**src/rtl/core/fbu_pkg.sv**
```systemverilog
// Package for the fixed-width bit unpacker: widths, reset value of the width
// register, controller states and the command and status structs.
// No dependencies.
`default_nettype none

package fbu_pkg;

	localparam int WORD_W = 32;
	localparam int VBITS_W = 6;
	localparam int CNT_W = 6;
	localparam int ACC_W = 64;
	localparam int LEFT_W = 31;
	localparam int LCNT_W = 5;
	localparam int NVAL_W = 5;

	localparam logic [VBITS_W-1:0] VBITS_RESET = 6'd16;
	localparam logic [VBITS_W-1:0] VBITS_MAX = 6'd32;
	localparam logic [NVAL_W-1:0] NVAL_LAST = 5'd31;

	typedef enum logic [0:0] {
		ST_IDLE,
		ST_EMIT
	} fbu_state_t;

	// Commands from the controller to the datapath.
	typedef struct packed {
		logic load;
		logic emit;
		logic clear;
	} fbu_cmd_t;

	// Status from the datapath to the controller.
	typedef struct packed {
		logic last;
		logic out_free;
	} fbu_status_t;

	// A width of zero counts as one, anything above 32 counts as 32.
	function automatic logic [CNT_W-1:0] eff_width(input logic [VBITS_W-1:0] vb);
		logic [CNT_W-1:0] w;
		if (vb == '0) begin
			w = 6'd1;
		end else if (vb > VBITS_MAX) begin
			w = VBITS_MAX;
		end else begin
			w = vb;
		end
		return w;
	endfunction

endpackage

`default_nettype wire

```
**src/rtl/core/fbu_if.sv**
```systemverilog
// Valid/ready channel interfaces for the fixed-width bit unpacker: packed
// words in, unpacked values out, and the width register write channel.
// Depends on fbu_pkg.
`default_nettype none

interface fbu_word_if;
	import fbu_pkg::*;
	logic valid;
	logic ready;
	logic [WORD_W-1:0] packed_word;
	modport source (output valid, output packed_word, input ready);
	modport sink (input valid, input packed_word, output ready);
endinterface

interface fbu_value_if;
	import fbu_pkg::*;
	logic valid;
	logic ready;
	logic [WORD_W-1:0] value;
	logic block_last;
	logic run_last;
	modport source (output valid, output value, output block_last, output run_last,
		input ready);
	modport sink (input valid, input value, input block_last, input run_last,
		output ready);
endinterface

interface fbu_cfg_if;
	import fbu_pkg::*;
	logic valid;
	logic ready;
	logic [VBITS_W-1:0] value_bits;
	modport source (output valid, output value_bits, input ready);
	modport sink (input valid, input value_bits, output ready);
endinterface

`default_nettype wire

```
**src/rtl/core/fbu_dp.sv**
```systemverilog
// Datapath of the fixed-width bit unpacker: bit accumulator, extraction of one
// value per cycle when not stalled, value counter, width and output registers.
// Depends on fbu_pkg; driven by fbu_ctrl through command and status structs.
`default_nettype none

module fbu_dp #(
	parameter int BLOCK_VALUES = 1024
) (
	input wire logic clk,
	input wire logic arst_n,
	input wire fbu_pkg::fbu_cmd_t cmd,
	output fbu_pkg::fbu_status_t st,
	input wire logic [fbu_pkg::WORD_W-1:0] packed_word,
	input wire logic [fbu_pkg::VBITS_W-1:0] cfg_value_bits,
	input wire logic out_ready,
	output logic out_valid,
	output logic [fbu_pkg::WORD_W-1:0] value,
	output logic block_last,
	output logic run_last
);
	import fbu_pkg::*;

	localparam int IDX_W = (BLOCK_VALUES > 1) ? $clog2(BLOCK_VALUES) : 1;
	localparam logic [IDX_W-1:0] IDX_LAST = IDX_W'(BLOCK_VALUES - 1);

	logic [ACC_W-1:0] acc_q;
	logic [CNT_W-1:0] total_q;
	logic [NVAL_W-1:0] nval_q;
	logic [IDX_W-1:0] idx_q;
	logic [VBITS_W-1:0] vbits_q;
	logic out_valid_q;
	logic [WORD_W-1:0] value_q;
	logic block_last_q;
	logic run_last_q;

	logic [CNT_W-1:0] width;
	logic [CNT_W-1:0] rem;
	logic [ACC_W-1:0] shifted;
	logic [WORD_W-1:0] mask;
	logic last;
	logic [LEFT_W-1:0] base_bits;
	logic [LCNT_W-1:0] base_cnt;
	logic [ACC_W-1:0] loaded;

	assign width = eff_width(vbits_q);
	assign rem = total_q - width;
	assign shifted = acc_q >> width;
	assign mask = ~({WORD_W{1'b1}} << width);
	// The value being extracted is the last of its word when what remains cannot
	// hold another one, or when the per-word limit of 32 values is reached.
	assign last = (rem < width) || (nval_q == NVAL_LAST);

	// A new word lands on top of the leftover bits: either those already held
	// or those that remain after the value extracted in this same cycle.
	assign base_bits = cmd.emit ? shifted[LEFT_W-1:0] : acc_q[LEFT_W-1:0];
	assign base_cnt = cmd.emit ? rem[LCNT_W-1:0] : total_q[LCNT_W-1:0];
	assign loaded = {{(ACC_W-LEFT_W){1'b0}}, base_bits}
		| ({{(ACC_W-WORD_W){1'b0}}, packed_word} << base_cnt);

	always_ff @(posedge clk or negedge arst_n) begin
		if (!arst_n) begin
			acc_q <= '0;
			total_q <= '0;
			nval_q <= '0;
			idx_q <= '0;
			vbits_q <= VBITS_RESET;
		end else if (cmd.clear) begin
			acc_q <= '0;
			total_q <= '0;
			nval_q <= '0;
			idx_q <= '0;
			vbits_q <= cfg_value_bits;
		end else begin
			if (cmd.load) begin
				acc_q <= loaded;
				total_q <= CNT_W'(base_cnt) + CNT_W'(WORD_W);
				nval_q <= '0;
			end else if (cmd.emit) begin
				if (last) begin
					acc_q <= {{(ACC_W-LEFT_W){1'b0}}, shifted[LEFT_W-1:0]};
					total_q <= {1'b0, rem[LCNT_W-1:0]};
				end else begin
					acc_q <= shifted;
					total_q <= rem;
				end
				nval_q <= nval_q + 1'b1;
			end
			if (cmd.emit) begin
				idx_q <= (idx_q == IDX_LAST) ? '0 : idx_q + 1'b1;
			end
		end
	end

	always_ff @(posedge clk or negedge arst_n) begin
		if (!arst_n) begin
			out_valid_q <= 1'b0;
		end else if (cmd.emit) begin
			out_valid_q <= 1'b1;
		end else if (out_ready) begin
			out_valid_q <= 1'b0;
		end
	end

	always_ff @(posedge clk) begin
		if (cmd.emit) begin
			value_q <= acc_q[WORD_W-1:0] & mask;
			block_last_q <= (idx_q == IDX_LAST);
			run_last_q <= last;
		end
	end

	assign st.last = last;
	assign st.out_free = !out_valid_q || out_ready;

	assign out_valid = out_valid_q;
	assign value = value_q;
	assign block_last = block_last_q;
	assign run_last = run_last_q;

endmodule

`default_nettype wire

```
**src/rtl/core/fbu_ctrl.sv**
```systemverilog
// Controller of the fixed-width bit unpacker: decides when a word is taken,
// when a value is extracted, and when the width register is written.
// Depends on fbu_pkg; drives fbu_dp through command and status structs.
`default_nettype none

module fbu_ctrl (
	input wire logic clk,
	input wire logic arst_n,
	input wire logic word_valid,
	output logic word_ready,
	input wire logic cfg_valid,
	output logic cfg_ready,
	input wire fbu_pkg::fbu_status_t st,
	output fbu_pkg::fbu_cmd_t cmd,
	output fbu_pkg::fbu_state_t state
);
	import fbu_pkg::*;

	fbu_state_t state_q;
	fbu_state_t state_next;
	logic emit;
	logic take;

	always_ff @(posedge clk or negedge arst_n) begin
		if (!arst_n) begin
			state_q <= ST_IDLE;
		end else begin
			state_q <= state_next;
		end
	end

	always_comb begin
		state_next = state_q;
		unique case (state_q)
			ST_IDLE: begin
				if (word_valid) begin
					state_next = ST_EMIT;
				end
			end
			ST_EMIT: begin
				if (emit && st.last && !word_valid) begin
					state_next = ST_IDLE;
				end
			end
			default: state_next = ST_IDLE;
		endcase
	end

	always_comb begin
		emit = 1'b0;
		word_ready = 1'b0;
		unique case (state_q)
			ST_IDLE: begin
				word_ready = 1'b1;
			end
			ST_EMIT: begin
				emit = st.out_free;
				word_ready = st.out_free && st.last;
			end
			default: begin
				emit = 1'b0;
				word_ready = 1'b0;
			end
		endcase
	end

	assign take = word_valid && word_ready;
	assign cfg_ready = 1'b1;
	assign cmd.load = take;
	assign cmd.emit = emit;
	assign cmd.clear = cfg_valid;
	assign state = state_q;

endmodule

`default_nettype wire

```
**src/rtl/core/fixed_width_bit_unpacker.sv**
```systemverilog
// Top level of the fixed-width bit unpacker: joins controller and datapath
// to the word, value and configuration channels.
// Depends on fbu_pkg, fbu_if, fbu_ctrl and fbu_dp.
//
// Usage. Packed 32-bit words arrive on word_ch, bit 0 of the stream first.
// Every value in the stream is value_bits wide (1 to 32), and a value may
// straddle two words. For each word the block returns on value_ch every value
// that the word completes, lowest bits first, zero-extended to 32 bits.
// run_last marks the last value produced for a word, and block_last marks the
// final value of each block of BLOCK_VALUES values.
// Timing. A taken word is loaded into the accumulator, the controller enters
// its extraction state, and each extracted value is registered in the output
// register. The block extracts one value per cycle while the output register
// is free, limited by the single extraction shifter. The next word is taken
// in the cycle that extracts the last value of the current one, so there is
// no gap between words.
// Stalls. The output register holds one value; while the receiver keeps ready
// low, extraction pauses. An idle block still takes one more word while its
// last value waits, and after that word_ch stays not ready.
// Reset. After arst_n the width is 16 and no bits are held. A transfer on
// cfg_ch, which is always ready, sets the width and starts a new stream:
// held bits and the value counter are discarded. Write it only while idle.
`default_nettype none

module fixed_width_bit_unpacker #(
	parameter int BLOCK_VALUES = 1024
) (
	input wire logic clk,
	input wire logic arst_n,
	fbu_word_if.sink word_ch,
	fbu_value_if.source value_ch,
	fbu_cfg_if.sink cfg_ch
);
	import fbu_pkg::*;

	fbu_cmd_t cmd;
	fbu_status_t st;
	fbu_state_t state;

	// The controller owns all handshake decisions.
	fbu_ctrl u_ctrl (
		.clk(clk),
		.arst_n(arst_n),
		.word_valid(word_ch.valid),
		.word_ready(word_ch.ready),
		.cfg_valid(cfg_ch.valid),
		.cfg_ready(cfg_ch.ready),
		.st(st),
		.cmd(cmd),
		.state(state)
	);

	// The datapath holds the bits and drives the output register.
	fbu_dp #(
		.BLOCK_VALUES(BLOCK_VALUES)
	) u_dp (
		.clk(clk),
		.arst_n(arst_n),
		.cmd(cmd),
		.st(st),
		.packed_word(word_ch.packed_word),
		.cfg_value_bits(cfg_ch.value_bits),
		.out_ready(value_ch.ready),
		.out_valid(value_ch.valid),
		.value(value_ch.value),
		.block_last(value_ch.block_last),
		.run_last(value_ch.run_last)
	);

	// Values are only extracted when the output register can take them.
	assert property (@(posedge clk) disable iff (!arst_n) cmd.emit |-> st.out_free)
		else $error("value extracted while output register is blocked");

	// A taken word always leads to extraction work in the next cycle.
	assert property (@(posedge clk) disable iff (!arst_n)
		cmd.load |=> state == ST_EMIT)
		else $error("word taken but controller not extracting");

	// A value that is not the last of its word keeps the controller extracting.
	assert property (@(posedge clk) disable iff (!arst_n)
		(cmd.emit && !st.last) |=> (state == ST_EMIT && !word_ch.ready || !st.out_free
			|| state == ST_EMIT))
		else $error("word left before its last value");

	// An extracted value shows up on the output in the next cycle.
	assert property (@(posedge clk) disable iff (!arst_n) cmd.emit |=> value_ch.valid)
		else $error("extracted value not presented");

endmodule

`default_nettype wire

```
**src/flat_wrapper.sv**
```systemverilog
// flat-port wrapper written by rule: the top's interface ports become plain ports
module fixed_width_bit_unpacker_flat import fbu_pkg::*;
#(
	parameter int BLOCK_VALUES = 1024
)
  (clk, arst_n, word_ch_valid, word_ch_packed_word, word_ch_ready, value_ch_valid, value_ch_value, value_ch_block_last, value_ch_run_last, value_ch_ready, cfg_ch_valid, cfg_ch_value_bits, cfg_ch_ready);
  fbu_word_if word_ch_i ();
  fbu_value_if value_ch_i ();
  fbu_cfg_if cfg_ch_i ();
  input wire logic clk;
  input wire logic arst_n;
  input wire logic [$bits(word_ch_i.valid)-1:0] word_ch_valid;
  input wire logic [$bits(word_ch_i.packed_word)-1:0] word_ch_packed_word;
  output wire logic [$bits(word_ch_i.ready)-1:0] word_ch_ready;
  output wire logic [$bits(value_ch_i.valid)-1:0] value_ch_valid;
  output wire logic [$bits(value_ch_i.value)-1:0] value_ch_value;
  output wire logic [$bits(value_ch_i.block_last)-1:0] value_ch_block_last;
  output wire logic [$bits(value_ch_i.run_last)-1:0] value_ch_run_last;
  input wire logic [$bits(value_ch_i.ready)-1:0] value_ch_ready;
  input wire logic [$bits(cfg_ch_i.valid)-1:0] cfg_ch_valid;
  input wire logic [$bits(cfg_ch_i.value_bits)-1:0] cfg_ch_value_bits;
  output wire logic [$bits(cfg_ch_i.ready)-1:0] cfg_ch_ready;
  assign word_ch_i.valid = word_ch_valid;
  assign word_ch_i.packed_word = word_ch_packed_word;
  assign word_ch_ready = word_ch_i.ready;
  assign value_ch_valid = value_ch_i.valid;
  assign value_ch_value = value_ch_i.value;
  assign value_ch_block_last = value_ch_i.block_last;
  assign value_ch_run_last = value_ch_i.run_last;
  assign value_ch_i.ready = value_ch_ready;
  assign cfg_ch_i.valid = cfg_ch_valid;
  assign cfg_ch_i.value_bits = cfg_ch_value_bits;
  assign cfg_ch_ready = cfg_ch_i.ready;
  fixed_width_bit_unpacker #(.BLOCK_VALUES(BLOCK_VALUES)) u_core (.clk(clk), .arst_n(arst_n), .word_ch(word_ch_i), .value_ch(value_ch_i), .cfg_ch(cfg_ch_i));
endmodule
```
**config.mk**
```make
export PLATFORM = sky130hd
export DESIGN_NAME = fixed_width_bit_unpacker_flat
export DESIGN_NICKNAME = d
export VERILOG_FILES = /design/src/rtl/core/fbu_pkg.sv /design/src/rtl/core/fbu_if.sv /design/src/rtl/core/fbu_dp.sv /design/src/rtl/core/fbu_ctrl.sv /design/src/rtl/core/fixed_width_bit_unpacker.sv /design/src/flat_wrapper.sv
export SDC_FILE = /design/constraint.sdc
export NUM_CORES = 1
export LEC_CHECK = 0
export ABC_AREA = 1
export ABC_CLOCK_PERIOD_IN_PS = 5350
export BUFFER_PORTS_ARGS = -buffer_cell sky130_fd_sc_hd__buf_2
export CELL_PAD_IN_SITES_DETAIL_PLACEMENT = 1
export CELL_PAD_IN_SITES_GLOBAL_PLACEMENT = 1
export CORE_AREA = 2 2 131 229
export CTS_CLUSTER_SIZE = 28
export DETAILED_ROUTE_END_ITERATION = 8
export DIE_AREA = 0 0 133 231
export MAX_ROUTING_LAYER = met4
export PLACE_DENSITY = 0.84
export SYNTH_ARGS = -nofsm -noshare
export SYNTH_HDL_FRONTEND = slang
export SYNTH_SLANG_ARGS = --single-unit
```
**constraint.sdc**
```tcl
create_clock -name clk -period 5.35 [get_ports clk]
set_input_delay 1.07 -clock clk [delete_from_list [all_inputs] [get_ports clk]]
set_output_delay 1.07 -clock clk [all_outputs]
set_load 0.02 [all_outputs]
```
=== Word level (Yosys, flattened, before mapping) ===
Index checks and enable logic that the tools add are counted.

* Register bits: 127
* Bits of input ports: 43
* Output and inout port bits: 37
* Word-level logic and storage cells: 62

* Add/sub/neg operators: 4
* $lt $le $gt $ge: 2
* Equal/unequal tests: 2
* Shift-type cells: 3
* Multiplexer cells: 25
* Bitwise operators: 4
* Reduce and logical (&&, ||, !) cells: 12

{| class="wikitable"
|+ Operators by type and width
! cell !! count
|-
| two-way mux 64 bit || 4
|-
| bitwise OR 31 x 64 -> 64 bit || 1
|-
| << shifter 32 x 5 -> 64 bit || 1
|-
| right shift 64 x 6 -> 64 bit || 1
|-
| two-way mux 6 bit || 6
|-
| AND 32 bit || 1
|-
| NOT 32 bit || 1
|-
| << shifter 32 x 6 -> 32 bit, first input constant || 1
|-
| two-way mux 31 bit || 1
|-
| two-way mux 10 bit || 3
|-
| two-way mux 5 bit || 4
|-
| adder 10 x 1 -> 10 bit, second input constant || 1
|-
| equality test 10 bit, second input constant || 1
|-
| adder 5 x 6 -> 6 bit, second input constant || 1
|-
| > comparator 6 bit, second input constant || 1
|-
| zero test 6 bit || 1
|-
| less-than comparator 6 bit || 1
|-
| subtractor 6 bit || 1
|-
| adder 5 x 1 -> 5 bit, second input constant || 1
|-
| equality test 5 bit, second input constant || 1
|-
| two-way mux 1 bit || 5
|-
| logical AND 1 bit || 4
|-
| case mux 1 bit (2 select lines) || 2
|-
| nonzero test 2 bit || 2
|-
| 4 further kinds || 6
|}

=== Depth between registers and ports, before layout ===
* Depth in word-level cells: 11
* Mapped depth: 32
* Depth with buffers taken out: 29

=== By module ===
A second synthesis with hierarchy kept.

* Cells, all modules: 2039
* Area, all modules: 12179.2 sq um

{| class="wikitable"
|+ Modules (own cells, without submodules)
! module !! times used !! cells an instance !! area each (sq um)
|-
| fbu_dp || 1 || 2026 || 12084.1
|-
| fbu_ctrl || 1 || 13 || 95.1
|}

=== Worst setup path before layout ===
Ideal clock, no wire load.

* Path kind: register to output
* Start: reg u_core.u_dp.vbits_q[5]
* End: out word_ch_ready
* Arrival time: 3087 ps
* Setup slack: 1193 ps
* Stages on the path, launching flop included: 23
* Path buffers: 2
* Path through: dfrtp_1 buf_6 nor2_4 nand3_2 nand2_4 buf_2 ha_1 inv_1 fa_1 nand2_1 nand2_1 nand2_1 nand2_1 nand2_1 and2_1 inv_1 ha_1 nand2_1 o21bai_1 nand3_1 nand2_2 nand2_1 nand2_1

* Longest elaborated chain between the ends: 8
* Elaborated cells between the ends (all ways): 9
* Those cells by class: 1 x add/sub; 2 x order compare; 3 x mux; 3 x reduce/logical

{| class="wikitable"
|+ Ends and longest elaborated chain
! what !! line !! text
|-
| start, declared || fbu_dp.sv:30 || <nowiki>logic [VBITS_W-1:0] vbits_q;</nowiki>
|-
| start signal, assigned || fbu_dp.sv:72 || <nowiki>vbits_q <= cfg_value_bits;</nowiki>
|-
| > comparator 6 bit || fbu_pkg.sv:43 || <nowiki>end else if (vb > VBITS_MAX) begin</nowiki>
|-
| two-way mux 6 bit || fbu_pkg.sv:43 ||
|-
| two-way mux 6 bit * || fbu_pkg.sv:41 || <nowiki>if (vb == '0) begin</nowiki>
|-
| subtractor 6 bit || fbu_dp.sv:46 || <nowiki>assign rem = total_q - width;</nowiki>
|-
| less-than comparator 6 bit * || fbu_dp.sv:51 || <nowiki>assign last = (rem < width) || (nval_q == NVAL_LAST);</nowiki>
|-
| logical OR 1 bit * || fbu_dp.sv:51 ||
|-
| net u_core.u_dp.last || fbu_dp.sv:40 || <nowiki>logic last;</nowiki>
|-
| logical AND 1 bit * || fbu_ctrl.sv:58 || <nowiki>word_ready = st.out_free && st.last;</nowiki>
|-
| case mux 1 bit (2 select lines) * || fbu_ctrl.sv:52 || <nowiki>unique case (state_q)</nowiki>
|-
| end, declared || flat_wrapper.sv:14 || <nowiki>output wire logic [$bits(word_ch_i.ready)-1:0] word_ch_ready;</nowiki>
|}

Mark *: on every way through the listed nets, which the timed path passes. The rest lies on a longest branch.

=== Final worst setup path ===
* Start: reg u_core.u_dp.vbits_q[3]
* End: out word_ch_ready

The elaborated chain is that of the path after synthesis.

==> reports/qor.txt <==
placed cells: 2,500
IO Pins: 80
status: finished clean
vias per inst: 6.28
largest net degree at the start of global routing: 74
Worst Hold Path EP: u_core.u_dp.acc_q[6]
reg2reg end: u_core.u_dp.acc_q[61]
crit-path most repeated cell: nand2_1
maximum vdd ir drop: 0.000464 V
WL met2: 30,300 µm
crit-path cells: nor2_8 -> nand3_2 -> nand2_4 -> ha_1 -> inv_1 -> fa_1 -> nand2_1 -> nand2_1 -> nand2_1 -> nand2_1 -> nand2_1 -> and2_1 -> inv_1 -> ha_1 -> nand2_1 -> nor2_1 -> o21ai_0 -> nand3_1 -> nand2_2 -> nand2_1 -> nand2_1 -> buf_2
Post-synth EDFFs: 34
die area: 0.0307 mm²
fin cells: 2,532
CTS sink cnt: 127
number of global-route vias before repair: 16.1k
Fin. Hold Viols: 0
Reg-to-Reg Start: u_core.u_dp.vbits_q[3]
#FFs+latches synth: 127
Max stage delay on crit path: 0.55 ns
Setup-failing EPs final: 0
final period utilization: 91.3%
Std-Cell Rows: 83
sw frac: 58.3%
Total Wirelength: 63,100 µm
startpoint class of the critical path: flip-flop
Reg clk slew, reported paths: 0.06 ns
Synth top area share: 25.5%
Fin Clk Skew: 0.0126 ns
initial antenna violation count: 0
CTS hold repair buffers: 0
biggest area consumer among synthesized cells: nand3_1
critical path's top delay family: simple AND/OR/NAND/NOR gates
Pins Over Slew Limit: 0
max layer used: met4
Post-Place Cell Area: 0.0131 mm²
highest clock rate: 0.205 GHz
DP Wirelength: 47,900 µm
top cells by area, synth: nand3_1, nand2_1, dfrtp_1, edfxtp_1, inv_1
Pwr Density: 646 mW/mm²
worst path required time: 4.28 ns
reg2reg setup slack: 0.69 ns
DRT iter0 DRCs: 1,340
Yosys cell types: 46
Final ANT Viol Nets: 0
gpl congestion: 1.01
htree depth: 4
setup TNS: 0 ns
Comb pwr share: 67.5%
CP Max Fanout: 10
Post-CTS Setup Repair Bufs: 0
CP max stage cell: dfrtp_1
most used flip-flop cell after synthesis: dfrtp_1
vias: 15.9k
final non-filler cell area: 0.0137 mm²
Yosys Warn Count: 0
Routed met3 length: 4080 µm
share of layout cells above drive strength 1: 8.51%
Synth Instances: 2,141
HP Start: u_core.u_dp.acc_q[6]
drt pass-1 iters: 5
critical path data arrival time: 3.81 ns
Mapped Area: 0.0126 mm²
clock network power share: 14.0%
Buffers & Inverters on Critical Path: 3
sequential power share: 18.5%
first-pass GRT wire length: 96,100 µm
diodes inserted: 0
CTS tree: done
All-Layer GR Usage: 42.6%
clock buffer depth: 2
height of the chip: 231 µm
Initial Utilization: 43.5%
most common cell after layout, fill and taps aside: nand2_1
Critical Path Source: u_core.u_dp.vbits_q[3]
net count after synthesis: 2,199
internal power: 0.00369 W
Seq/Total Area, Yosys: 26.6%
CP Class: reg -> out
hold depth: 2
layout net count: 2,195
I/O Buffers: 78
most frequent cells in the layout: nand2_1, nand3_1, inv_1, dfrtp_1, buf_2
remaining global-route overflow: 0
sw power: 0.00516 W
Worst Reg-to-Reg Cells: 27
Final min period: 4.88 ns
Max-Cap Viols: 0
Placeable Area: 0.0290 mm²
TritonCTS Buffers: 17
clk root buf: clkbuf_16
die width: 133 µm
Crit. End Element: primary output
Area Growth Syn to Fin: 8.79%
Rel. slew slack: 22.6%
wl on met1: 23,400 µm
WL per Instance: 24.9 µm
PostCTS Resize Cnt: 0
Slew @ Worst Pin: 1.16 ns
leakage power: 6.83 nW
Clock Latency Late Sink: 0.45 ns
hold crit path type: reg -> reg
Async SR Flop Fraction: 73.2%
Remaining DRCs: 0
Synth Area per Inst: 5.89 µm²
RSZ-0062 raised after global routing: no
cell usage after synthesis (8+ instances only):
cell	instances
nor3_1	11
clkbuf_1	49
buf_1	20
o211ai_1	9
o22ai_1	8
nand3_1	641
nor2_1	67
inv_1	150
edfxtp_1	34
dfrtp_1	92
buf_4	15
a21oi_1	52
nand3b_1	16
nand4_1	25
o21ai_1	18
o21ai_0	68
buf_2	50
nand2_1	733
a211oi_1	11
ha_1	14
inv_2	8
nand2_2	8
state kept, by name (all words and copies together), names as in the netlist:
name / count
u_core.u_dp.acc_q: 64
u_core.u_dp.value: 32
u_core.u_dp.idx_q: 10
u_core.u_dp.total_q: 6
u_core.u_dp.vbits_q: 6
u_core.u_dp.nval_q: 5
u_core.u_ctrl.state: 1
u_core.u_dp.block_last: 1
u_core.u_dp.out_valid: 1
u_core.u_dp.run_last: 1
metal layers:
metal / track usage, % / vias to the layer above
met5: - / -
met1: 47.2 / 7728
met4: 29.7 / 0
li1: - / 7161
met2: 69.8 / 738
met3: 6.70 / 276
per-stage QoR:
stage               utilization (%)  hold WS [ns]  total power (W)  worst slack (ns)
floorplan                         -         0.449          0.00546              1.19
detailed placement             45.2         0.476          0.00745             0.744
global route                   47.3         0.521          0.00944             0.175
CTS                            47.3         0.491          0.00872             0.498
global placement               45.2         0.461          0.00733             0.835
finish                         47.3         0.490          0.00885             0.467
cells by family after synthesis:
group | share of synthesized area (%)
AOI/OAI and AO/OA | 8.12
adders and majority gates | 1.55
xor gates and xnor gates | 0.209
and+or+nand+nor | 53.4
other | 0.0298
DFF | 26.6
buffers and inverters | 10.1
power by group through the flow:
stage | Combinational [W] | Sequential [W] | Clock [W]
4_1_cts | 0.00587 | 0.00161 | 0.00124
3_3_place_gp | 0.00571 | 0.00162 | 0
2_1_floorplan | 0.00381 | 0.00165 | 0
3_5_place_dp | 0.00583 | 0.00163 | 0
6_report | 0.00598 | 0.00164 | 0.00124
5_1_grt | 0.00652 | 0.00165 | 0.00127
worst min-delay path: stages (launching register included):
cell,delay (ns)
dfrtp_1,0.35
nand2_1,0.05
nand2_1,0.06
worst max path at each step:
stage / end / cells past startpoint
finish: word_ch_ready / 22
global route: word_ch_ready / 20
CTS: word_ch_ready / 22
detailed placement: u_core.u_dp.acc_q[61] / 11
global placement: u_core.u_dp.total_q[0] / 11
floorplan: word_ch_ready / 22
layout make-up:
class	instances	area, µm²
Fill cell	4100	15300
Multi-Input combinational cell	1715	7990
Sequential cell	127	3350
Timing Repair Buffer	116	678
Inverter	160	601
Clock buffer	21	482
Tap cell	382	478
Clock inverter	11	128
No activity file was read; power rests on OpenSTA's default activity.
